[config.mk]
export PLATFORM = sky130hd
export DESIGN_NAME = rti_ctrl
export DESIGN_NICKNAME = d
export VERILOG_FILES = /design/src/rtl/rti_pkg.sv /design/src/rtl/rti_ctrl.sv
export SDC_FILE = /design/constraint.sdc
export NUM_CORES = 1
export LEC_CHECK = 0
export BUFFER_PORTS_ARGS = -buffer_cell sky130_fd_sc_hd__clkbuf_2
export CORE_MARGIN = 2
export CORE_UTILIZATION = 35
export DETAILED_ROUTE_END_ITERATION = 8
export PLACE_DENSITY_LB_ADDON = 0.1
export REMOVE_ABC_BUFFERS = 1
export SETUP_SLACK_MARGIN = 0.15
export SLEW_MARGIN = 20
export SYNTH_ARGS = -nofsm -noshare
export SYNTH_HDL_FRONTEND = slang
export SYNTH_SLANG_ARGS = --single-unit
[constraint.sdc]
create_clock -name clock -period 3.8 [get_ports clock]
set_input_delay 0.19 -clock clock [delete_from_list [all_inputs] [get_ports clock]]
set_output_delay 0.19 -clock clock [all_outputs]
set_load 0.03 [all_outputs]
[src/rtl/rti_pkg.sv]
// Shared types, constants and micro-op table of the ray/triangle intersection core.
// No dependencies; every other file uses this package by scoped names.
package rti_pkg;

   localparam int COORD_WIDTH_DEF = 32;
   localparam int FIELD_W         = 32;
   localparam int EPS_W           = 16;
   localparam int BARY_W          = 17;
   localparam int MUL_DIGIT       = 16;
   localparam int QUOT_W          = 31;
   localparam int QCNT_W          = $clog2(QUOT_W + 1);
   localparam int STEP_W          = 5;
   localparam int FRAC_BITS       = 16;
   localparam int EPS_SHIFT       = 32;

   localparam logic [EPS_W-1:0]        EPS_RESET = 16'd1;
   localparam logic [BARY_W-1:0]       BARY_ONE  = 17'h10000;
   localparam logic [FIELD_W-1:0]      DIST_MAX  = 32'h7FFF_FFFF;
   localparam logic [STEP_W-1:0]       STEP_DOT_LAST = 5'd23;
   localparam logic [STEP_W-1:0]       STEP_DEPS     = 5'd24;

   localparam logic REQ_LOAD = 1'b0;
   localparam logic REQ_RAY  = 1'b1;

   typedef enum logic [4:0] {
      OPN_E1X, OPN_E1Y, OPN_E1Z, OPN_E2X, OPN_E2Y, OPN_E2Z,
      OPN_DX, OPN_DY, OPN_DZ, OPN_TX, OPN_TY, OPN_TZ,
      OPN_PX, OPN_PY, OPN_PZ, OPN_QX, OPN_QY, OPN_QZ,
      OPN_DET, OPN_EPS
   } opnd_type;

   typedef enum logic [3:0] {
      DST_NONE, DST_PX, DST_PY, DST_PZ, DST_QX, DST_QY, DST_QZ,
      DST_DET, DST_UN, DST_VN, DST_TN, DST_DEPS
   } dst_type;

   typedef enum logic [1:0] {DIV_U, DIV_V, DIV_T} div_sel_type;

   typedef enum logic [3:0] {
      ST_IDLE, ST_EDGE, ST_MSTART, ST_MWAIT, ST_FIX, ST_CHECK,
      ST_JUDGE, ST_TCHECK, ST_DSTART, ST_DWAIT, ST_DONE
   } state_type;

   typedef struct packed {
      opnd_type a;
      opnd_type b;
      logic     first;
      logic     sub;
      dst_type  dst;
   } uop_type;

   typedef struct packed {
      logic        req_ready;
      logic        edge_upd;
      logic        mul_start;
      uop_type     uop;
      logic        fix;
      logic        chk;
      logic        tchk;
      logic        div_start;
      div_sel_type div_sel;
      logic        rsp_load;
   } cmd_type;

   typedef struct packed {
      logic req_valid;
      logic req_is_ray;
      logic mul_done;
      logic div_done;
      logic miss;
      logic rsp_free;
   } stat_type;

   // pv = dir x e2, qv = tv x e1, then det, u, v, t numerators, then det * epsilon
   function automatic uop_type uop(input logic [STEP_W-1:0] step);
      uop_type r;
      unique case (step)
         5'd0:  r = '{OPN_DY, OPN_E2Z, 1'b1, 1'b0, DST_NONE};
         5'd1:  r = '{OPN_DZ, OPN_E2Y, 1'b0, 1'b1, DST_PX};
         5'd2:  r = '{OPN_DZ, OPN_E2X, 1'b1, 1'b0, DST_NONE};
         5'd3:  r = '{OPN_DX, OPN_E2Z, 1'b0, 1'b1, DST_PY};
         5'd4:  r = '{OPN_DX, OPN_E2Y, 1'b1, 1'b0, DST_NONE};
         5'd5:  r = '{OPN_DY, OPN_E2X, 1'b0, 1'b1, DST_PZ};
         5'd6:  r = '{OPN_TY, OPN_E1Z, 1'b1, 1'b0, DST_NONE};
         5'd7:  r = '{OPN_TZ, OPN_E1Y, 1'b0, 1'b1, DST_QX};
         5'd8:  r = '{OPN_TZ, OPN_E1X, 1'b1, 1'b0, DST_NONE};
         5'd9:  r = '{OPN_TX, OPN_E1Z, 1'b0, 1'b1, DST_QY};
         5'd10: r = '{OPN_TX, OPN_E1Y, 1'b1, 1'b0, DST_NONE};
         5'd11: r = '{OPN_TY, OPN_E1X, 1'b0, 1'b1, DST_QZ};
         5'd12: r = '{OPN_PX, OPN_E1X, 1'b1, 1'b0, DST_NONE};
         5'd13: r = '{OPN_PY, OPN_E1Y, 1'b0, 1'b0, DST_NONE};
         5'd14: r = '{OPN_PZ, OPN_E1Z, 1'b0, 1'b0, DST_DET};
         5'd15: r = '{OPN_PX, OPN_TX, 1'b1, 1'b0, DST_NONE};
         5'd16: r = '{OPN_PY, OPN_TY, 1'b0, 1'b0, DST_NONE};
         5'd17: r = '{OPN_PZ, OPN_TZ, 1'b0, 1'b0, DST_UN};
         5'd18: r = '{OPN_QX, OPN_DX, 1'b1, 1'b0, DST_NONE};
         5'd19: r = '{OPN_QY, OPN_DY, 1'b0, 1'b0, DST_NONE};
         5'd20: r = '{OPN_QZ, OPN_DZ, 1'b0, 1'b0, DST_VN};
         5'd21: r = '{OPN_QX, OPN_E2X, 1'b1, 1'b0, DST_NONE};
         5'd22: r = '{OPN_QY, OPN_E2Y, 1'b0, 1'b0, DST_NONE};
         5'd23: r = '{OPN_QZ, OPN_E2Z, 1'b0, 1'b0, DST_TN};
         5'd24: r = '{OPN_DET, OPN_EPS, 1'b1, 1'b0, DST_DEPS};
         default: r = '{OPN_DET, OPN_EPS, 1'b1, 1'b0, DST_NONE};
      endcase
      return r;
   endfunction

endpackage

[src/rtl/rti_ctrl.sv]
// Sequencer of the intersection core: walks the micro-op table and the three divisions.
// Depends on rti_pkg; drives the datapath through cmd_type, watches stat_type.
module rti_ctrl (
   input  logic               clock,
   input  logic               reset,
   input  rti_pkg::stat_type  stat,
   output rti_pkg::cmd_type   cmd
);

   rti_pkg::state_type                state_ff, state_in;
   logic [rti_pkg::STEP_W-1:0]        step_ff, step_in;
   rti_pkg::div_sel_type              div_sel_ff, div_sel_in;

   always_ff @(posedge clock) begin
      if (reset) begin
         state_ff   <= rti_pkg::ST_IDLE;
         step_ff    <= '0;
         div_sel_ff <= rti_pkg::DIV_U;
      end else begin
         state_ff   <= state_in;
         step_ff    <= step_in;
         div_sel_ff <= div_sel_in;
      end
   end

   always_comb begin
      state_in   = state_ff;
      step_in    = step_ff;
      div_sel_in = div_sel_ff;
      unique case (state_ff)
         rti_pkg::ST_IDLE: begin
            if (stat.req_valid) begin
               if (stat.req_is_ray) begin
                  step_in  = '0;
                  state_in = rti_pkg::ST_MSTART;
               end else begin
                  state_in = rti_pkg::ST_EDGE;
               end
            end
         end
         rti_pkg::ST_EDGE:   state_in = rti_pkg::ST_IDLE;
         rti_pkg::ST_MSTART: state_in = rti_pkg::ST_MWAIT;
         rti_pkg::ST_MWAIT: begin
            if (stat.mul_done) begin
               if (step_ff == rti_pkg::STEP_DOT_LAST) begin
                  state_in = rti_pkg::ST_FIX;
               end else if (step_ff == rti_pkg::STEP_DEPS) begin
                  state_in = rti_pkg::ST_TCHECK;
               end else begin
                  step_in  = step_ff + 1'b1;
                  state_in = rti_pkg::ST_MSTART;
               end
            end
         end
         rti_pkg::ST_FIX:    state_in = rti_pkg::ST_CHECK;
         rti_pkg::ST_CHECK:  state_in = rti_pkg::ST_JUDGE;
         rti_pkg::ST_TCHECK: state_in = rti_pkg::ST_JUDGE;
         rti_pkg::ST_JUDGE: begin
            if (stat.miss) begin
               state_in = rti_pkg::ST_DONE;
            end else if (step_ff == rti_pkg::STEP_DOT_LAST) begin
               step_in  = rti_pkg::STEP_DEPS;
               state_in = rti_pkg::ST_MSTART;
            end else begin
               div_sel_in = rti_pkg::DIV_U;
               state_in   = rti_pkg::ST_DSTART;
            end
         end
         rti_pkg::ST_DSTART: state_in = rti_pkg::ST_DWAIT;
         rti_pkg::ST_DWAIT: begin
            if (stat.div_done) begin
               unique case (div_sel_ff)
                  rti_pkg::DIV_U: begin
                     div_sel_in = rti_pkg::DIV_V;
                     state_in   = rti_pkg::ST_DSTART;
                  end
                  rti_pkg::DIV_V: begin
                     div_sel_in = rti_pkg::DIV_T;
                     state_in   = rti_pkg::ST_DSTART;
                  end
                  default: state_in = rti_pkg::ST_DONE;
               endcase
            end
         end
         rti_pkg::ST_DONE: begin
            if (stat.rsp_free) begin
               state_in = rti_pkg::ST_IDLE;
            end
         end
         default: state_in = rti_pkg::ST_IDLE;
      endcase
   end

   always_comb begin
      cmd           = '0;
      cmd.uop       = rti_pkg::uop(step_ff);
      cmd.div_sel   = div_sel_ff;
      unique case (state_ff)
         rti_pkg::ST_IDLE:   cmd.req_ready = 1'b1;
         rti_pkg::ST_EDGE:   cmd.edge_upd  = 1'b1;
         rti_pkg::ST_MSTART: cmd.mul_start = 1'b1;
         rti_pkg::ST_FIX:    cmd.fix       = 1'b1;
         rti_pkg::ST_CHECK:  cmd.chk       = 1'b1;
         rti_pkg::ST_TCHECK: cmd.tchk      = 1'b1;
         rti_pkg::ST_DSTART: cmd.div_start = 1'b1;
         rti_pkg::ST_DONE:   cmd.rsp_load  = stat.rsp_free;
         default: ;
      endcase
   end

   a_ray_runs: assert property (@(posedge clock) disable iff (reset)
      (state_ff == rti_pkg::ST_IDLE && stat.req_valid && stat.req_is_ray)
      |=> (state_ff == rti_pkg::ST_MSTART && step_ff == '0))
      else $error("ray item did not start the micro-op sequence");

   a_deps_after_check: assert property (@(posedge clock) disable iff (reset)
      (state_ff == rti_pkg::ST_TCHECK) |-> (step_ff == rti_pkg::STEP_DEPS))
      else $error("distance check outside the det*epsilon step");

   a_no_ready_busy: assert property (@(posedge clock) disable iff (reset)
      (stat.mul_done || stat.div_done) |-> !cmd.req_ready)
      else $error("input taken while arithmetic in flight");

endmodule

# == Word-level counts from Yosys, hierarchy flattened ==
# Memories as Yosys holds them, arrays and structs flattened. A register that Yosys moved wholly into a read port is not among the register bits.
# Index checks and enable logic that the tools add are counted.
# totals
reg_bits,11
mem_bits_ro,512
wordCells,72
mem_count,1
# classes
addsub,1
eq_ne,24
muxes,34
n_reduce_logical,9
# memory_table
name,depth,width,read_ports,rd_clocked_by_memory_dff,write_ports,line,source
(no name shown),32,16,1,1,0,rti_pkg.sv:77,unique case (step)
# ops
operator,count
$mux 5,9
$pmux 4 s9,1
$mux 4,6
$ne 2x2->1 const B,10
$eq 4x3->1 const B,4
$pmux 5 s3,1
$eq 4x4->1 const B,3
$eq 5x5->1 const B,2
$mux 2,5
$eq 4x2->1 const B,2
$mux 1,8
$pmux 2 s2,2
$reduce_and 8->1,1
$mux 3,2
$add 5x1->5 const B,1
$reduce_and 5->1,1
$eq 4x1->1 const B,1
$logic_not 4->1,1
$reduce_and 4->1,1
$reduce_or 2->1,2
$ne 3x3->1 const B,1
$reduce_bool 3->1,1
$eq 2x1->1 const B,1
$logic_not 2->1,1
$reduce_bool 2->1,1

# == Longest topological paths before layout ==
# logic_depth
word_depth,7
ltp_mapped,12

# == Worst setup path after synthesis ==
# Ideal clock, no wire load.
# synth_timing
kind,register -> register
from,register step_ff[0] (netlist name)
to,"register, netlist name cmd[14]"
setup_ns,0.129
arrival_ns,2.603
t_required_ns,3.671
slack_ns,1.067
stages_incl_launch_ff,12
n_path_buf,1
period_less_slack_ns,2.733
cell_sequence,dfxtp_1 ha_1 and4b_1 buf_6 nor4_4 and2_1 a21o_4 nand2_4 ha_1 a2111oi_0 o21a_1 a311oi_1
# synth_via
elab_chain_len,7
# synth_rtl
item,line,source
start: declaration,rti_ctrl.sv:11,"logic [rti_pkg::STEP_W-1:0] step_ff, step_in;"
start signal: assignment,rti_ctrl.sv:21,step_ff <= step_in;
$add 5x1->5,rti_ctrl.sv:50,step_in = step_ff + 1'b1;
$mux 5,rti_ctrl.sv:47,end else if (step_ff == rti_pkg::STEP_DEPS) begin
$mux 5,rti_ctrl.sv:45,if (step_ff == rti_pkg::STEP_DOT_LAST) begin
$mux 5,rti_ctrl.sv:44,if (stat.mul_done) begin
$pmux 5 s3,rti_ctrl.sv:30,unique case (state_ff)
$mux 5 (no source line) (*) (2 in series),-,
# Every way passes the cells marked *; elsewhere a longest branch is shown, timed or not. The select of a mux whose other input is x is not followed.
# A chain may end at the register's enable or synchronous reset.

# == Worst setup path after layout ==
# layout_timing
from,register step_ff[0] (netlist name)
to,"register, netlist name cmd[13]"
# layout_via
elab_chain_len,7
# layout_rtl
item,line
$add 5x1->5,rti_ctrl.sv:50
$mux 5,rti_ctrl.sv:47
$mux 5,rti_ctrl.sv:45
$mux 5,rti_ctrl.sv:44
$pmux 5 s3,rti_ctrl.sv:30
$mux 5 (no source line) (*) (2 in series),-
# Marks and branches as above.

==> reports/summary.md <==
* **insertion delay to the later sink of the worst-skew pair** 0.27 ns
* **average instance area after synthesis** 8.289 um2
* **post-detailed-placement half-perimeter wirelength** 4296 um
* **buffers added on ports** 33
* **required time of the critical path** 3.97 ns
* **proportion of register bits with asynchronous set or reset after synthesis** 0%
* **complex-gate fraction of the synthesized area** 32.10%
* **worst slack after detailed placement** 0.6679 ns
* **initial detailed-routing violation count** 94
* **post-CTS sizing** 0
* **fin worst setup slack** 0.5942 ns
* **run status** finished clean
* **Die ar.** 6427 um2
* **data arrival at the endpoint of the critical path** 3.38 ns
* **Final nets** 289
* **routed len/inst** 16.44 um
* **Congestion Overflow GR** 0
* **number of synthesis warnings** 0
* **Worst-Margin Slew** 0.5947 ns
* **number of slew-limit violations in the final report** 0
* **worst-case headroom to the max-slew limit** 60.09%
* **Bufs on Longest Clock Path** 2
* **H-tree level count** 1
* **number of max-cap violations** 0
* **maximum clock skew at final layout** 0.008886 ns
* **synthesized-area fraction occupied by xor and xnor cells** 0.4313%
* **row count** 27
* **share of Yosys cell area claimed by the top area cell type** 26.62%
* **worst hold-check path type** in2reg
* **multiplexer fraction of the synthesized cell area** 2.033%
* **sequential fraction of the synthesis area** 26.62%
* **cell area after layout** 2302 um2
* **Worst Setup Start Kind** flop
* **first-pass GRT wire length** 9453 um
* **Peak Freq** 311.9 MHz
* **post-DR vias/cell** 5.925
* **maximum number of pins on one net before global-route repair** 22
* **final critical delay including setup and external delays** 3.206 ns
* **gate count of the mapped netlist** 245
* **number of enable flip-flop cells after synthesis** 0
* **sum of negative setup slack** 0 ns
* **largest cells by area after synthesis** sky130_fd_sc_hd__dfxtp_1 (27%), sky130_fd_sc_hd__a21oi_1 (3.9%), sky130_fd_sc_hd__ha_1 (3.7%)
* **fraction of the mapped netlist area in simple logic gates** 28.03%
* **Root Driver** sky130_fd_sc_hd__clkbuf_8
* **Yosys reg bits** 27
* **RD Place Congestion** 0.8855
* **clock-pin slew of the registers on the worst-case setup and hold paths** 0.10 ns
* **number of hold-repair buffers added at the cts stage** 0
* **total core area** 5540 um2
* **width of the chip** 80.17 um
* **detailed-route via count** 2050
* **share of synthesized cell area in full adder, half adder and majority cells** 3.697%
* **netlist area before placement** 2031 um2
* **final antenna diode count** 0
* **area growth from synthesis to final layout** 13.37%
* **RSZ-0062 raised after global routing** false
* **end-of-flow core utilization** 41.55%
* **global routing usage summed across all routing layers** 18.49%
* **total power consumption of the routed design** 574.6 uW
* **post-detailed-placement cell area** 2257 um2
* **total power per unit cell area** 249.6 nW/um2
* **combinational family with the most area after synthesis** compound AO/OA/AOI/OAI gates
* **fraction of final layout cells sized beyond drive strength 1** 23.36%
* **cell-by-cell trace of the critical path** ha_1 -> and4b_1 -> nor4_4 -> o2bb2ai_1 -> o21ai_1 -> inv_1 -> ha_1 -> nor2_1 -> a311oi_1 -> o32a_1
* **minimum hold slack** 0.2361 ns
* **peak fanout along the critical path** 9
* **DR pass1 iterations** 4
* **Setup CP Type** reg2reg
* **Max rail drop VDD** 0.1125 mV
* **ranking of synthesized cells by instance count** sky130_fd_sc_hd__dfxtp_1 (27), sky130_fd_sc_hd__nand2_1 (19), sky130_fd_sc_hd__nor2_1 (18)
* **leakage component of the power** 0.9354 nW
* **number of hold-slack violations in the final timing report** 0
* **Final setup viols** 0
* **CTS tree** built
* **instance count after placement with tap cells included** 342
* **cell at the slowest stage of the critical path** sky130_fd_sc_hd__dfxtp_1
* **total wire length** 5689 um
* **post-route antenna net violation count** 0
* **number of global-route vias before repair** 1921
* **starting utilization of the core area** 36.65%
* **I/O pin cnt** 34
* **period utilization** 84.36%
* **Top FF cell, synth** sky130_fd_sc_hd__dfxtp_1
* **number of clock sinks seen by CTS** 27
* **most repeated cell in the gate-level netlist after synthesis** sky130_fd_sc_hd__dfxtp_1
* **largest area contributor in the synthesized netlist** sky130_fd_sc_hd__dfxtp_1
* **total setup buffers inserted after CTS** 0
* **element type at the critical path end** flop
* **clock buffers created by TritonCTS** 3
* **initial antenna violation count** 0
* **DRC viols** 0
* **final std cells w/o fill** 346
* **height of the die** 80.17 um
* **CP max stage delay** 0.51 ns
* **dominant cell type by count on the critical path** sky130_fd_sc_hd__ha_1
* **number of distinct library cells after synthesis** 72
==> cells in the final DEF (no fill, tap or decap), drive strengths merged, types with 3 or more instances in the layout <==
master / instances
clkbuf: 37
dfxtp: 27
nand2: 21
nor2: 18
inv: 17
o21ai: 17
a21oi: 16
nor3: 13
nand3: 6
ha: 6
buf: 6
a221oi: 6
nor4: 6
a2111oi: 5
and2: 4
o211ai: 4
a211oi: 4
o21a: 3
o2bb2ai: 3
a311oi: 3
mux2i: 3
==> sequential cells by signal, summed over array words and instances, names as in the netlist <==
| signal | cells |
|---|---|
| cmd | 16 |
| div_sel_ff | 2 |
| state_ff | 4 |
| step_ff | 5 |
==> area by class of cell <==
| type | count | area (um2) |
|---|---|---|
| fill | 576 | 3238 |
| multi-input combinational | 186 | 1346 |
| sequential | 27 | 540.5 |
| timing repair buffer | 39 | 210.2 |
| tap | 72 | 90.09 |
| inverter | 18 | 70.07 |
| clock buffer | 4 | 45.04 |
==> routing by layer <==
layer	vias to the layer above	wire, um	global-route usage, %
met2	89	2724	30.75
met3	10	372	2.809
li1	998	-	-
met1	953	2475	24.11
met4	0	116	6.780
met5	-	0	0
==> report_power, final <==
group / switching [mW] / total [mW] / leakage, nW / internal (mW)
clock network: 0.0893 / 0.164 / 0.0228 / 0.0751
registers: 0.00950 / 0.298 / 0.218 / 0.288
logic: 0.0723 / 0.112 / 0.694 / 0.0400
total: 0.171 / 0.575 / 0.935 / 0.403
==> final timing paths <==
path	startpoint	to	slack (ns)	cells after the start
worst max register to register	step_ff[0]	cmd[13]	0.59	10
worst max-delay path	step_ff[0]	cmd[13]	0.59	10
worst min-delay path	stat[2]	div_sel_ff[0]	0.24	4
worst min register to register	div_sel_ff[0]	div_sel_ff[0]	0.51	2
==> critical path: cells and delay by family (launching register included) <==
family | cells | cell delay, ns
AOI/OAI and AO/OA | 4 | 1.09
DFF | 1 | 0.51
adders and majority gates | 2 | 0.63
and+or+nand+nor | 3 | 0.70
buffers and inverters | 1 | 0.18
==> cells by family after synthesis <==
logic type,count (synthesis)
xor gates and xnor gates,1
muxes,4
AOI/OAI and AO/OA,85
and+or+nand+nor,90
adders and majority gates,6
buffers and inverters,32
DFF,27
Power figures use the tool's default switching activity.
